**config.mk**
```make
export PLATFORM = sky130hd
export DESIGN_NAME = stepper_full_step_sequencer_flat
export DESIGN_NICKNAME = d
export VERILOG_FILES = /design/src/rtl/core/stpseq_pkg.sv /design/src/rtl/core/stpseq_in_if.sv /design/src/rtl/core/stpseq_out_if.sv /design/src/rtl/core/stepper_full_step_sequencer.sv /design/src/rtl/core/stpseq_step_unit.sv /design/src/flat_wrapper.sv
export VERILOG_INCLUDE_DIRS = /design/src /design/src/rtl/core
export SDC_FILE = /design/constraint.sdc
export NUM_CORES = 1
export LEC_CHECK = 0
export ABC_AREA = 1
export BUFFER_PORTS_ARGS = -buffer_cell sky130_fd_sc_hd__buf_2
export CAP_MARGIN = 20
export CORE_MARGIN = 10
export CORE_UTILIZATION = 50
export CTS_BUF_LIST = sky130_fd_sc_hd__clkbuf_8
export DETAILED_ROUTE_END_ITERATION = 16
export MAX_ROUTING_LAYER = met4
export PLACE_DENSITY = 0.66
export SETUP_SLACK_MARGIN = 0.5
export SLEW_MARGIN = 20
export SYNTH_ARGS = -nofsm -noshare
export SYNTH_HDL_FRONTEND = slang
export SYNTH_SLANG_ARGS = --single-unit
```
**constraint.sdc**
```tcl
create_clock -name clk -period 8.3 [get_ports clk]
set_clock_uncertainty 0.2 [all_clocks]
set_input_delay 0.83 -clock clk [delete_from_list [all_inputs] [get_ports clk]]
set_output_delay 0.83 -clock clk [all_outputs]
set_load 0.01 [all_outputs]
```
**src/rtl/core/assert_macros.svh**
```systemverilog
// Assertion macros shared by the stepper sequencer RTL.
// Included by the modules that carry concurrent assertions; no other dependencies.
`ifndef ASSERT_MACROS_SVH
`define ASSERT_MACROS_SVH

// Checked property, disabled while reset is high.
`define SEQ_ASSERT(lbl, clk, rst, prop, msg) \
  lbl: assert property (@(posedge clk) disable iff (rst) (prop)) else $error(msg);

// Checked property, also evaluated during reset.
`define SEQ_ASSERT_ALWAYS(lbl, clk, prop, msg) \
  lbl: assert property (@(posedge clk) (prop)) else $error(msg);

`endif

```
**src/rtl/core/stpseq_pkg.sv**
```systemverilog
// Package for the four-wire full-step stepper sequencer.
// Holds the item kind codes, register indexes, reset values, the sequencer
// state type and the coil pattern table; no dependencies.
`timescale 1ns / 1ps
`default_nettype none

package stpseq_pkg;

  typedef enum logic [0:0] {
    KIND_TICK = 1'b0,
    KIND_MOVE = 1'b1
  } kind_t;

  localparam int unsigned CFG_IDX_W  = 2;
  localparam int unsigned CFG_DATA_W = 32;

  typedef enum logic [CFG_IDX_W-1:0] {
    REG_STEP_PERIOD   = 2'd0,
    REG_STEPS_PER_REV = 2'd1
  } cfg_reg_t;

  localparam logic [31:0] STEP_PERIOD_RESET   = 32'd1000;
  localparam logic [15:0] STEPS_PER_REV_RESET = 16'd200;

  // Architectural state other than the elapsed timer, whose width is a parameter.
  typedef struct packed {
    logic [3:0]  coils;
    logic [15:0] position;
    logic [15:0] remaining;
    logic        forward;
    logic [31:0] steps_taken;
  } seq_state_t;

  localparam seq_state_t SEQ_STATE_RESET = '{
    coils:       4'b0000,
    position:    16'd0,
    remaining:   16'd0,
    forward:     1'b0,
    steps_taken: 32'd0
  };

  // Full-step drive pattern for position mod 4; wire one is the MSB.
  function automatic logic [3:0] coil_pattern(input logic [1:0] phase);
    logic [3:0] pat;
    case (phase)
      2'd0:    pat = 4'b1010;
      2'd1:    pat = 4'b0110;
      2'd2:    pat = 4'b0101;
      2'd3:    pat = 4'b1001;
      default: pat = 4'b0000;
    endcase
    return pat;
  endfunction

endpackage

`default_nettype wire

```
**src/rtl/core/stpseq_in_if.sv**
```systemverilog
// Input channel of the stepper sequencer: valid/ready plus one command item.
// No dependencies.
`timescale 1ns / 1ps
`default_nettype none

interface stpseq_in_if;
  logic              valid;
  logic              ready;
  logic [0:0]        kind;
  logic signed [15:0] move_steps;

  modport source (output valid, output kind, output move_steps, input ready);
  modport sink   (input valid, input kind, input move_steps, output ready);
endinterface

`default_nettype wire

```
**src/rtl/core/stpseq_out_if.sv**
```systemverilog
// Result channel of the stepper sequencer: valid/ready plus one status item.
// No dependencies.
`timescale 1ns / 1ps
`default_nettype none

interface stpseq_out_if;
  logic        valid;
  logic        ready;
  logic [3:0]  coils;
  logic [15:0] position;
  logic [15:0] steps_remaining;
  logic        stepped;
  logic        moving_forward;
  logic [31:0] steps_taken;

  modport source (output valid, output coils, output position, output steps_remaining,
                  output stepped, output moving_forward, output steps_taken,
                  input ready);
  modport sink   (input valid, input coils, input position, input steps_remaining,
                  input stepped, input moving_forward, input steps_taken,
                  output ready);
endinterface

`default_nettype wire

```
**src/rtl/core/stepper_full_step_sequencer.sv**
```systemverilog
// Top level of the four-wire full-step stepper sequencer.
// Depends on stpseq_pkg, stpseq_in_if, stpseq_out_if, stpseq_step_unit and
// assert_macros.svh.
//
//   Channel  Direction  Carries
//   in_ch    sink       kind (tick or move command), move_steps
//   out_ch   source     coils, position, steps_remaining, stepped,
//                       moving_forward, steps_taken
//   cfg      write      step_period (index 0), steps_per_rev (index 1)
//
// Every transaction passes from input to result through the input register, then
// through the step logic into the result register.
// One transaction is accepted per cycle unless the result register stalls. The state
// is updated as an item leaves the input register, so the next item sees the new state.
// Reset (rst, synchronous) clears the state to position 0, reverse, no steps left.
// A stalled result register holds a full input register, which then drops ready.
`timescale 1ns / 1ps
`default_nettype none
`include "assert_macros.svh"

module stepper_full_step_sequencer
  import stpseq_pkg::*;
#(
  parameter int unsigned TIMER_WIDTH = 32
) (
  input  logic                  clk,
  input  logic                  rst,
  stpseq_in_if.sink             in_ch,
  stpseq_out_if.source          out_ch,
  input  logic                  cfg_we,
  input  logic [CFG_IDX_W-1:0]  cfg_index,
  input  logic [CFG_DATA_W-1:0] cfg_data
);

  // Configuration registers.
  logic [31:0] step_period;
  logic [15:0] steps_per_rev;

  // Input register.
  logic               s1_valid;
  kind_t              s1_kind;
  logic signed [15:0] s1_move_steps;

  // Sequencer state.
  seq_state_t             state;
  logic [TIMER_WIDTH-1:0] elapsed;

  // Step logic results.
  seq_state_t             state_next;
  logic [TIMER_WIDTH-1:0] elapsed_next;
  logic                   step_fire;

  // Result register.
  logic        out_valid;
  logic        out_stepped;
  seq_state_t  out_state;

  logic advance;
  logic in_ready;

  assign advance  = ~out_valid | out_ch.ready;
  assign in_ready = ~s1_valid | advance;

  assign in_ch.ready            = in_ready;
  assign out_ch.valid           = out_valid;
  assign out_ch.coils           = out_state.coils;
  assign out_ch.position        = out_state.position;
  assign out_ch.steps_remaining = out_state.remaining;
  assign out_ch.stepped         = out_stepped;
  assign out_ch.moving_forward  = out_state.forward;
  assign out_ch.steps_taken     = out_state.steps_taken;

  always_ff @(posedge clk) begin
    if (rst) begin
      step_period   <= STEP_PERIOD_RESET;
      steps_per_rev <= STEPS_PER_REV_RESET;
    end else if (cfg_we) begin
      case (cfg_index)
        REG_STEP_PERIOD:   step_period   <= cfg_data[31:0];
        REG_STEPS_PER_REV: steps_per_rev <= cfg_data[15:0];
        default: ;
      endcase
    end
  end

  always_ff @(posedge clk) begin
    if (rst) begin
      s1_valid <= 1'b0;
    end else if (in_ready) begin
      s1_valid <= in_ch.valid;
    end
    if (in_ready) begin
      s1_kind       <= kind_t'(in_ch.kind);
      s1_move_steps <= in_ch.move_steps;
    end
  end

  stpseq_step_unit #(
    .TIMER_WIDTH (TIMER_WIDTH)
  ) u_step (
    .kind          (s1_kind),
    .move_steps    (s1_move_steps),
    .cur           (state),
    .elapsed       (elapsed),
    .step_period   (step_period),
    .steps_per_rev (steps_per_rev),
    .upd           (state_next),
    .elapsed_next  (elapsed_next),
    .stepped       (step_fire)
  );

  always_ff @(posedge clk) begin
    if (rst) begin
      state     <= SEQ_STATE_RESET;
      elapsed   <= '0;
      out_valid <= 1'b0;
    end else if (advance) begin
      out_valid <= s1_valid;
      if (s1_valid) begin
        state   <= state_next;
        elapsed <= elapsed_next;
      end
    end
    if (advance && s1_valid) begin
      out_state   <= state_next;
      out_stepped <= step_fire;
    end
  end

  // A step always restarts the step timer.
  `SEQ_ASSERT(a_step_clears_timer, clk, rst, (advance && s1_valid && step_fire) |=> (elapsed == '0), "step did not clear the elapsed timer")
  // A move command never produces a step.
  `SEQ_ASSERT(a_move_no_step, clk, rst, (advance && s1_valid && (s1_kind == KIND_MOVE)) |=> !out_stepped, "move command reported a step")
  // The remaining count never exceeds the magnitude of the most negative move.
  `SEQ_ASSERT(a_remaining_range, clk, rst, (state.remaining <= 16'h8000), "steps left out of range")
  // Coils are either all off or one of the two-wire full-step patterns.
  `SEQ_ASSERT(a_coil_shape, clk, rst, (state.coils != 4'b0000) |-> ($countones(state.coils) == 2), "illegal coil pattern")
  // A result waiting on the output holds the input register in place.
  `SEQ_ASSERT(a_stall_holds_s1, clk, rst, (s1_valid && !advance) |=> (s1_valid && $stable(s1_move_steps) && $stable(s1_kind)), "input register changed while stalled")

endmodule

`default_nettype wire

```
**src/rtl/core/stpseq_step_unit.sv**
```systemverilog
// Combinational next-state logic of the stepper sequencer for one item.
// Depends on stpseq_pkg for the state type, kind codes and coil table.
`timescale 1ns / 1ps
`default_nettype none

module stpseq_step_unit
  import stpseq_pkg::*;
#(
  parameter int unsigned TIMER_WIDTH = 32
) (
  input  kind_t                   kind,
  input  logic signed [15:0]      move_steps,
  input  seq_state_t              cur,
  input  logic [TIMER_WIDTH-1:0]  elapsed,
  input  logic [31:0]             step_period,
  input  logic [15:0]             steps_per_rev,
  output seq_state_t              upd,
  output logic [TIMER_WIDTH-1:0]  elapsed_next,
  output logic                    stepped
);

  localparam int unsigned CMP_W = (TIMER_WIDTH > 32) ? TIMER_WIDTH : 32;

  logic [TIMER_WIDTH-1:0] elapsed_inc;
  logic [16:0]            rev;
  logic [16:0]            pos_ext;
  logic [16:0]            pos_up;
  logic [16:0]            pos_new;
  logic [15:0]            magnitude;
  logic                   step_due;

  always_comb begin
    // Saturating tick counter.
    elapsed_inc = (&elapsed) ? elapsed : elapsed + TIMER_WIDTH'(1);
    step_due = (cur.remaining != 16'd0) &&
               (CMP_W'(elapsed_inc) >= CMP_W'(step_period));

    // A zero revolution length means the full 16-bit range.
    rev     = (steps_per_rev == 16'd0) ? 17'h10000 : {1'b0, steps_per_rev};
    pos_ext = {1'b0, cur.position};
    pos_up  = pos_ext + 17'd1;
    if (cur.forward) begin
      pos_new = (pos_up >= rev) ? 17'd0 : pos_up;
    end else if ((cur.position == 16'd0) || (pos_ext >= rev)) begin
      pos_new = rev - 17'd1;
    end else begin
      pos_new = pos_ext - 17'd1;
    end

    // Two's complement magnitude; the most negative count maps to 0x8000.
    magnitude = move_steps[15] ? (16'd0 - move_steps) : move_steps;

    upd          = cur;
    elapsed_next = elapsed;
    stepped      = 1'b0;
    if (kind == KIND_MOVE) begin
      upd.remaining = magnitude;
      if (move_steps != 16'sd0) begin
        upd.forward = ~move_steps[15];
      end
    end else begin
      elapsed_next = elapsed_inc;
      if (step_due) begin
        stepped          = 1'b1;
        upd.position     = pos_new[15:0];
        upd.remaining    = cur.remaining - 16'd1;
        upd.steps_taken  = cur.steps_taken + 32'd1;
        upd.coils        = coil_pattern(pos_new[1:0]);
        elapsed_next     = '0;
      end
    end
  end

endmodule

`default_nettype wire

```
**src/flat_wrapper.sv**
```systemverilog
// flat-port wrapper written by rule: the top's interface ports become plain ports
module stepper_full_step_sequencer_flat import stpseq_pkg::*;
#(
  parameter int unsigned TIMER_WIDTH = 32
)
  (clk, rst, cfg_we, cfg_index, cfg_data, in_ch_valid, in_ch_kind, in_ch_move_steps, in_ch_ready, out_ch_valid, out_ch_coils, out_ch_position, out_ch_steps_remaining, out_ch_stepped, out_ch_moving_forward, out_ch_steps_taken, out_ch_ready);
  stpseq_in_if in_ch_i ();
  stpseq_out_if out_ch_i ();
  input  logic clk;
  input  logic rst;
  input  logic cfg_we;
  input  logic [CFG_IDX_W-1:0] cfg_index;
  input  logic [CFG_DATA_W-1:0] cfg_data;
  input wire logic [$bits(in_ch_i.valid)-1:0] in_ch_valid;
  input wire logic [$bits(in_ch_i.kind)-1:0] in_ch_kind;
  input wire logic [$bits(in_ch_i.move_steps)-1:0] in_ch_move_steps;
  output wire logic [$bits(in_ch_i.ready)-1:0] in_ch_ready;
  output wire logic [$bits(out_ch_i.valid)-1:0] out_ch_valid;
  output wire logic [$bits(out_ch_i.coils)-1:0] out_ch_coils;
  output wire logic [$bits(out_ch_i.position)-1:0] out_ch_position;
  output wire logic [$bits(out_ch_i.steps_remaining)-1:0] out_ch_steps_remaining;
  output wire logic [$bits(out_ch_i.stepped)-1:0] out_ch_stepped;
  output wire logic [$bits(out_ch_i.moving_forward)-1:0] out_ch_moving_forward;
  output wire logic [$bits(out_ch_i.steps_taken)-1:0] out_ch_steps_taken;
  input wire logic [$bits(out_ch_i.ready)-1:0] out_ch_ready;
  assign in_ch_i.valid = in_ch_valid;
  assign in_ch_i.kind = in_ch_kind;
  assign in_ch_i.move_steps = in_ch_move_steps;
  assign in_ch_ready = in_ch_i.ready;
  assign out_ch_valid = out_ch_i.valid;
  assign out_ch_coils = out_ch_i.coils;
  assign out_ch_position = out_ch_i.position;
  assign out_ch_steps_remaining = out_ch_i.steps_remaining;
  assign out_ch_stepped = out_ch_i.stepped;
  assign out_ch_moving_forward = out_ch_i.moving_forward;
  assign out_ch_steps_taken = out_ch_i.steps_taken;
  assign out_ch_i.ready = out_ch_ready;
  stepper_full_step_sequencer #(.TIMER_WIDTH(TIMER_WIDTH)) u_core (.clk(clk), .rst(rst), .in_ch(in_ch_i), .out_ch(out_ch_i), .cfg_we(cfg_we), .cfg_index(cfg_index), .cfg_data(cfg_data));
endmodule
```
; ---- Word level (Yosys, flattened, before mapping)
; Index checks and enable logic that the tools add are counted.
[classes]
n_addsub = 7
magnitude_cmp = 3
eq_ne = 4
bitwise = 6
mux = 16
n_reduce_logical = 14
[ops]
columns = operator, count
row1 = two-way mux 32 bit, 4
row2 = two-way mux 16 bit, 5
row3 = "adder 32 x 1 -> 32 bit, second input constant", 2
row4 = "subtractor 16 x 1 -> 16 bit, second input constant", 3
row5 = two-way mux 36 bit, 1
row6 = >= comparator 32 bit, 1
row7 = zero test 16 bit, 2
row8 = AND reduction 32 bit, 1
row9 = nonzero test 16 bit, 2
row10 = two-way mux 20 bit, 1
row11 = "adder 16 x 1 -> 17 bit, second input constant", 1
row12 = >= comparator 16 x 17 -> 1 bit, 1
row13 = >= comparator 17 bit, 1
row14 = two-way mux 17 bit, 1
row15 = one-hot mux 4 bit (4 select lines), 1
row16 = "subtractor 1 x 16 -> 16 bit, first input constant", 1
row17 = AND reduction 2 bit, 3
row18 = "== test 2 x 1 -> 1 bit, second input constant", 2
row19 = "== test 2 bit, second input constant", 2
row20 = zero test 2 bit, 2
row21 = inverter 1 bit, 4
row22 = two-way mux 1 bit, 3
row23 = AND reduction 3 bit, 1
row24 = logical AND 1 bit, 2
row25 = other kinds (2), 3
[word_totals]
out_inout_bits = 72
word_cells = 68
regBits = 238

; ---- Depth between registers and ports, before layout
; Gate-level depths: netlist of run 1.
[logic_depth]
word_depth = 10
depth_mapped = 33
depth_no_buf = 32

; ---- By module
; Synthesis of run 1 repeated with hierarchy kept, for this count alone.
[hier_totals]
hier_cells = 2191
area_unflattened_um2 = 15304.7
[modules_own_cells]
columns = module, cells_each, instances, area_per_inst_um2
row1 = stepper_full_step_sequencer, 1057, 1, 9231.4
row2 = stpseq_step_unit, 1134, 1, 6073.3

; ---- Worst setup path after synthesis of run 1
; No wires, ideal clock.
[synth_timing]
path_kind = register -> register
startpoint = register u_core.elapsed[3]
endpoint = register u_core.out_state, in the netlist u_core.out_ch.position[2] (data pin)
n_path_buf = 2
arrival_time_ns = 3.645
slack_ns = 4.196
path_stages_with_launch = 31
required_ns = 7.841
path_cell_list = dfxtp_1 -> nand2_2 -> nor2_4 -> nand2_2 -> nor4_2 -> nand2_1 -> nor3_2 -> nand2_1 -> nor2_2 -> nand2_2 -> nor2_2 -> nand3_2 -> nor2_2 -> nand3_1 -> nand2_1 -> nand2_1 -> ha_1 -> nand2_1 -> inv_1 -> nand3_1 -> nor3_2 -> nor4b_2 -> nand4_1 -> nand3_1 -> nand2_1 -> nor2_1 -> buf_2 -> buf_2 -> nand2_1 -> o21ai_0 -> inv_1
[synth_lines]
columns = element, line
row1 = start: declaration, stepper_full_step_sequencer.sv:46  ; logic [TIMER_WIDTH-1:0] elapsed;
row2 = start signal: assignment, stepper_full_step_sequencer.sv:121  ; elapsed <= elapsed_next;
row3 = end signal: assignment, stepper_full_step_sequencer.sv:125  ; out_state <= state_next;
row4 = end: declaration, stepper_full_step_sequencer.sv:56  ; seq_state_t out_state;

==> results of run 1 <==
report_power, final:
group	total (W)	switching [W]	internal, W
registers	0.00132	0.0000414	0.00128
clock network	0.00111	0.000477	0.000630
logic	0.000522	0.000355	0.000167
total	0.00295	0.000873	0.00207
stage by stage:
step | std cells | utilization, %
2_1_floorplan | 1801 | -
3_3_place_gp | 2213 | 53.9
3_5_place_dp | 2213 | 53.9
4_1_cts | 2288 | 57.0
5_1_grt | 2288 | 57.1
6_report | 2288 | 57.1
registers in the layout, indices dropped and copies added, names as in the netlist, 16 cells and up:
signal and count:
u_core.out_ch.steps_taken 32, u_core.state 69, u_core.s1_move_steps 16, u_core.step_period 32, u_core.out_ch.position 16, u_core.out_ch.steps_remaining 16
u_core.steps_per_rev 16, u_core.elapsed 32
routing by layer:
layer / wire length, µm / vias up / share of wire [%] / GRT usage [%]
met5: 0 / - / 0 / -
met4: 584 / 0 / 1.7 / 5.33
met3: 2260 / 47 / 6.7 / 3.66
met2: 15000 / 355 / 45 / 31.0
met1: 15700 / 5318 / 47 / 26.1
li1: - / 6156 / - / -
final cells by class:
cell class                 instances  share of cell area (%)
tap                              341                    2.78
multi-input combinational       1222                    43.5
sequential                       238                    36.7
timing repair buffer             137                    4.63
clock buffer                      49                    4.40
inverter                         275                    6.73
clock inverter                    26                    1.21
final timing paths:
kind / cells after the start / slack [ns] / to
setup / recovery: 31 / 2.71 / u_core.out_ch.position[8]
setup reg to reg: 31 / 2.71 / u_core.out_ch.position[8]
hold reg to reg: 2 / 0.26 / u_core.step_period[15]
hold / removal: 1 / 0.26 / u_core.s1_move_steps[8]
logic make-up after synthesis:
group | count (synthesis) | synth area share [%]
adders and majority gates | 76 | 6.99
and+or+nand+nor | 696 | 22.5
AOI/OAI and AO/OA | 371 | 14.4
buffers and inverters | 341 | 9.61
muxes | 2 | 0.147
DFF | 238 | 41.4
xor gates and xnor gates | 77 | 4.96
worst max-delay path, delay by kind of cell, from the launching register on:
kind	cells	cell delay [ns]
AND/OR/NAND/NOR	23	3.01
buffers and inverters	5	1.04
flip-flops	1	0.38
AO/OA/AOI/OAI	2	0.37
adder cells (fa/ha/maj)	1	0.31
placed cells by master (no fill, tap or decap), types with 76 or more instances in the layout:
cell	n
sky130_fd_sc_hd__edfxtp_1	87
sky130_fd_sc_hd__nand3_1	91
sky130_fd_sc_hd__ha_1	76
sky130_fd_sc_hd__nor2_1	117
sky130_fd_sc_hd__buf_2	127
sky130_fd_sc_hd__o21ai_0	145
sky130_fd_sc_hd__nand2_1	378
sky130_fd_sc_hd__inv_1	288
sky130_fd_sc_hd__dfxtp_1	151
sky130_fd_sc_hd__a21oi_1	179
==> results.txt, run 1 <==
- Maximum number of buffers from clock root to sink: 3
- Max incr delay on CP: 0.46 ns
- Final slew viol count: 0
- Worst setup path startpoint: u_core.elapsed[2]
- Entering global routing, the biggest net connects 68 pins.
- Gate Count Post-Synth: 1801
- Clock net sink count: 238
- Most common cell in the netlist: sky130_fd_sc_hd__nand2_1
* Area grow syn2layout: 12.8%
* Run status: completed
* Share of cells above drive strength 1: 11.9%
* Number of failing hold endpoints at the final stage: 0
- In the routed layout, each cell is associated on average with a via count of 5.19.
* N_diodes: 0
* Crit path max-delay cell type: sky130_fd_sc_hd__inv_1
* Area after DPL: 14500 µm²
* Number of rows created at floorplan: 60
- At the pin with the least slew margin, the transition time is 0.849 ns.
- Detailed-route via count: 11.9k
- Count of different cell masters after synthesis: 46
* Worst rel slew slack: 43.4%
- After detailed routing, the number of remaining DRC violations is 0.
* Tot GR Track Use: 19.9%
- Via count of the first global-routing pass: 11.2k
- Cell repeated most along the worst path: sky130_fd_sc_hd__nand2_1
* Worst hold slack: 0.260 ns
* Critical Path RT: 8.40 ns
- Worst reg2reg path startpoint: u_core.elapsed[2]
- Setup WS post-layout: 2.71 ns
- Last weighted congestion value of the routability-driven placer: 0.934
- First-pass GRT wire length: 55000 µm
- After detailed routing, the total wire length is 33500 µm.
- Number of H-tree levels: 2
- Achievable Freq: 179 MHz
- TritonCTS clock tree: built
- Area leader, netlist: sky130_fd_sc_hd__dfxtp_1
* Hold buffers post-CTS: 0
* Starting utilization of the core area: 50.6%
- From left edge to right edge, the die measures 185 µm.
* Share of flip-flops with an asynchronous set or reset after synthesis: 0%
- Power density cells: 192 nW/µm²
- Post-CTS repair changed the size of 0 cells.
* Sum Neg Setup Slack: 0 ns
- Die Y: 185 µm
- Dividing the final minimum period by the clock period gives 67.4%.
- Number of maximum-capacitance constraint violations: 0
* Top post-synthesis cells by count: sky130_fd_sc_hd__nand2_1, sky130_fd_sc_hd__inv_1, sky130_fd_sc_hd__a21oi_1
- Reg clk slew, reported paths: 0.06 ns
* Overall power after layout: 0.00295 W
- Setup violations remaining at the end of the flow were counted as 0.
- In this run, CTS created clock tree buffers numbering 41.
* Finished layout cell area: 15300 µm²
- Core area: 26900 µm²
- Crit path kind: reg2reg
- Setup repair after global routing left no endpoint under its margin.
- The root buffer cell chosen for the clock tree is sky130_fd_sc_hd__clkbuf_8.
- For this run, the number of Yosys warnings is 0.
- Sorting the synthesized cells by area gives the leading types as sky130_fd_sc_hd__dfxtp_1, sky130_fd_sc_hd__edfxtp_1, sky130_fd_sc_hd__nand2_1, sky130_fd_sc_hd__inv_1, sky130_fd_sc_hd__ha_1.
* Worst setup EP type: flip-flop
- Arr. time, crit path: 5.69 ns
- STA classifies the critical path startpoint as a flip-flop.
* ANT nets after route: 0
- HPWL after detailed placement: 24500 µm
- Number of antenna violations at the first check in global routing: 0
- Portion of synthesized cell area occupied by the leading cell type: 22.2%
* Clock latency on the worst-skew pair: 0.55 ns
* Shortest period the worst path allows: 5.59 ns
- In the final design database the tool counted 2047 nets.
- After synthesis the netlist holds a flip-flop and latch count of 238.
* Register area: 5640 µm²
- Seq/Total Area, Yosys: 41.4%
* Prevailing post-synth register cell: sky130_fd_sc_hd__dfxtp_1
- Number of input and output port buffers inserted: 127
- The synthesized netlist occupies a cell area of 13600 µm².
- The path class of the tightest hold or removal check is in2reg.
* Combined area of the multi-input logic cells: 6680 µm²
- In this run the worst path has a maximum fanout of 31.
- Worst Hold Launch: in_ch_move_steps[8]
- Postcts setup bufs: 0
* Iteration count of the initial detailed-routing pass: 8
- Total nets after synthesis: 1933
- The floorplan step defined a die boundary enclosing 34200 µm².
- Leakage component of the power: 7.18 nW
- Syn avg cell area: 7.55 µm²
* Final routed wire length divided by cell count: 14.7 µm
- Across the VDD grid, the largest voltage drop is 0.000142 V.
- Number of flops mapped to enable cells by yosys: 87
- Timing analysis after detailed placement gives a worst setup slack of 2.70 ns.
* Overflow after GRT: 0
* Drt initial violations: 801
* Boundary Pins: 128
- The filler cells instantiated in the layout total 2535.
(Power assumes the default switching activity.)
==> inputs of run 2 (changes only) <==
--- a/config.mk
+++ b/config.mk
@@ -6,7 +6,7 @@
 export SDC_FILE = /design/constraint.sdc
 export NUM_CORES = 1
 export LEC_CHECK = 0
-export ABC_AREA = 1
+export ABC_AREA = 0
 export BUFFER_PORTS_ARGS = -buffer_cell sky130_fd_sc_hd__buf_2
 export CAP_MARGIN = 20
 export CORE_MARGIN = 10
==> constraint.sdc (replaced) <==
create_clock -name clk -period 5.8 [get_ports clk]
set_clock_uncertainty 0.2 [all_clocks]
set_input_delay 0.58 -clock clk [delete_from_list [all_inputs] [get_ports clk]]
set_output_delay 0.58 -clock clk [all_outputs]
set_load 0.01 [all_outputs]
==> run 2 against run 1 <==
First-iteration DRC count grew 0.25%. Hold slack worse by 0.22 ns. Die area rose by 2.5%. Non-clock buffer count is 33 higher. Sequential share of layout area fell by 1.4 points. Maximum frequency is 11% higher. Final area is 3.8% higher. Clock power up 32%. Setup slack worse by 2.0 ns. Sequential power is 38% higher. Critical endpoint is now u_core.state[28].
==> results.txt, run 2 <==
* Worst vdd ir: 0.000159 V
- For this design the top-level I/O count stands at 128.
- For this block, the routed nets add up to 36200 µm of wire.
* Critical Path RT: 6.07 ns
* Most common cell in the netlist: sky130_fd_sc_hd__nand2_1
- No sink is reached through more buffers than the 3 on the longest clock path.
- Setup repair after global routing left no endpoint under its margin.
- Top post-synthesis cells by count: sky130_fd_sc_hd__nand2_1, sky130_fd_sc_hd__dfxtp_1, sky130_fd_sc_hd__nor2_1
- TritonCTS clock tree: built
- In the routed layout, each cell is associated on average with a via count of 5.64.
- Overflow after GRT: 0
- After clock tree synthesis, the clock-pin slew on the worst setup and hold paths is 0.06 ns.
- Sum Neg Setup Slack: 0 ns
- Gate Count Post-Synth: 1590
- Worst setup EP type: flip-flop
- Simple-gate area share of the yosys netlist: 21.4%
- In the routed design, unresolved DRC markers number 0.
- The number of antenna diodes in the final layout is 0.
* Overall power after layout: 0.00366 W
- Worst Path Buf+Inv: 1
* Number of maximum-capacitance constraint violations: 0
- The most used flip-flop cell after synthesis is sky130_fd_sc_hd__dfxtp_1.
- Power density cells: 230 nW/µm²
* Drt initial violations: 803
- Crit path kind: reg2reg
* Multiplexer share of the synthesized area: 1.92%
* Leakage component of the power: 6.10 nW
* Number of H-tree levels: 2
- Largest delay contributor family on the critical path: simple AND/OR/NAND/NOR gates
- The clock net in this run drives a total of 238 sinks.
- Compound-cell area share of the yosys netlist: 16.7%
- The library cells used most frequently in the layout, excluding fill and tap cells, are sky130_fd_sc_hd__nand2_1, sky130_fd_sc_hd__dfxtp_1, sky130_fd_sc_hd__buf_2.
- Portion of synthesized cell area occupied by the leading cell type: 21.6%
- Finished layout cell area: 15900 µm²
- Setup violations remaining at the end of the flow were counted as 0.
- Number of input and output port buffers inserted: 127
* Via count of the first global-routing pass: 11.5k
* Final slew viol count: 0
- On the worst path, the slowest cell contributes a delay of 0.56 ns.
* Detailed-route via count: 12.0k
- Entering global routing, the biggest net connects 92 pins.
- STA classifies the critical path startpoint as a flip-flop.
- The first global-routing pass estimated 59400 µm of wire.
- Number of failing hold endpoints at the final stage: 0
- The area growth from synthesis to layout is 13.9%.
* Largest fanout of any net on the critical path: 24
* Area leader, netlist: sky130_fd_sc_hd__dfxtp_1
- The number of antenna violations at the first check in global routing came to 0.
- Number of flops mapped to enable cells by yosys: 87
* Total nets after synthesis: 1722
* Path category of the worst min-delay check: in2reg
- Crit path max-delay cell type: sky130_fd_sc_hd__or4_4
- Measured along the x axis, the die boundary spans 187 µm.
- Tot GR Track Use: 20.5%
- Timing would allow up to 198 MHz.
* Yosys synthesis warning count: 0
* Arr. time, crit path: 5.33 ns
* XOR/XNOR Fraction of Synth Area: 8.21%
- Sequential elements use 40.3% of the synthesized area.
- Die Y: 187 µm
- Core area: 27700 µm²
- Starting utilization of the core area: 50.4%
* Post-layout net count: 1843
- Syn avg cell area: 8.79 µm²
- Counting flops per register, the top entry is u_core.state.
- The filler cells instantiated in the layout total 2525.
- Counting distinct cell types in the post-synthesis netlist gives 86.
* Area after DPL: 14900 µm²
- The signal on the critical path passes through ha_1 > nand2_1 > or4_1 > nor4b_4 > buf_4 > nor2_4 > nand4_1 > nor2_1 > xor2_1 > ha_1 > or3_1 > o21ai_0 > or4_4 > and2_4 > a2111o_1 > or4_1 > a21oi_1.
- The run finished with clean final reports.
- By area the synthesized netlist is led by sky130_fd_sc_hd__dfxtp_1, sky130_fd_sc_hd__edfxtp_1, sky130_fd_sc_hd__ha_1, sky130_fd_sc_hd__nand2_1, sky130_fd_sc_hd__xnor2_1.
- Adder-cell share of the synthesized area: 6.80%
- Shortest period the worst path allows: 5.06 ns
- Across all register-to-register paths, the minimum setup slack is 0.74 ns.
* Actual slew at the worst max-slew pin: 1.04 ns
- Number of flip-flops in the largest register: 69
- Main combinational cell family by area after synthesis: simple AND/OR/NAND/NOR gates
- The die covers 35000 µm².
* #FFs+latches synth: 238
- The library cell used most frequently in the layout, excluding fill and tap cells, is sky130_fd_sc_hd__nand2_1.
* Final routed wire length divided by cell count: 17.0 µm
- In this run the remaining antenna-violating nets after routing total 0.
- Share of cells above drive strength 1: 15.3%
* Number of rows created at floorplan: 61
* CTS buffer count: 42
* Last weighted congestion value of the routability-driven placer: 0.934
- Summing every instance area after synthesis gives 14000 µm².
- Share of the clock period used by the worst path: 87.2%
* Iteration count of the initial detailed-routing pass: 5
- The wire-length estimate of the detail-placed layout is 25200 µm.
- Worst rel slew slack: 30.5%
* Final Util: 57.5%
- Clock latency on the worst-skew pair: 0.56 ns
- Share of flip-flops with an asynchronous set or reset after synthesis: 0%
- Root Driver: sky130_fd_sc_hd__clkbuf_8
[run 2: cell count changes after synthesis, moves of 20 or more]
cell	delta
sky130_fd_sc_hd__a211oi_1	+23
sky130_fd_sc_hd__a21oi_1	-87
sky130_fd_sc_hd__a22oi_1	+24
sky130_fd_sc_hd__and3_1	+20
sky130_fd_sc_hd__clkbuf_1	+22
sky130_fd_sc_hd__inv_1	-205
sky130_fd_sc_hd__nand2_1	-150
sky130_fd_sc_hd__nand3_1	-42
sky130_fd_sc_hd__o21ai_0	-75
sky130_fd_sc_hd__xnor2_1	+79
sky130_fd_sc_hd__xor2_1	-25
[run 2: what timing repair did]
action	4_1_cts	5_1_grt
pin swaps	2	3
hold buffers	17	0
setup buffers	3	3
resized for setup	3	11
cloned	1	1
endpoints found under the setup margin	27	130
hold endpoints to repair	17	0
[run 2: tightest hold or removal path, delay by kind of cell]
family	cells	cell delay (ns)
AND/OR/NAND/NOR	1	0.07
buffers and inverters	1	0.08
AO/OA/AOI/OAI	1	0.03
[run 2: where the power goes]
part,switching [W],leakage [nW],internal [W]
Clock,0.000705,0.469,0.000751
Sequential,0.0000356,2.05,0.00179
Combinational,0.000236,3.58,0.000150
[run 2: cells by family after synthesis]
group / after synthesis
xor+xnor: 131
fa+ha+maj: 76
mux: 26
buf+inv: 163
flops: 238
compound gates: 343
simple gates: 613
[run 2: worst paths after layout]
check,from,endpoint,depth (start not counted)
setup / recovery,u_core.elapsed[0],u_core.state[28],17
hold / removal,in_ch_valid,u_core.s1_valid,3
setup reg to reg,u_core.elapsed[0],u_core.state[28],17
hold reg to reg,u_core.step_period[18],u_core.step_period[18],2
[run 2: routing by layer]
layer,share of wire [%],wire length (µm),GRT usage [%]
met1,46,16500,26.1
met2,47,16900,33.1
met3,5.7,2050,3.39
met4,2.0,713,5.83
met5,0,0,-
[run 2: per-stage QoR]
| stage | worst slack (ns) | hold WS (ns) | cells |
|---|---|---|---|
| after floorplan | 0.934 | 0.236 | 1590 |
| after CTS | 0.556 | 0.0168 | 2118 |
| after global placement | 0.322 | 0.244 | 2020 |
| after detailed placement | 0.0992 | 0.248 | 2020 |
| final | 0.743 | 0.0397 | 2122 |
| after global routing | 0.502 | 0.0391 | 2122 |
[run 2: area by class of cell]
| class | count | area, µm² | area share, % |
|---|---|---|---|
| multi-input cells | 1191 | 7770 | 48.8 |
| flip-flops and latches | 238 | 5640 | 35.4 |
| repair buffers | 170 | 1020 | 6.40 |
| clock buffers | 44 | 606 | 3.80 |
| well taps | 378 | 473 | 2.97 |
| inverters | 68 | 256 | 1.61 |
| clock inverters | 33 | 168 | 1.05 |
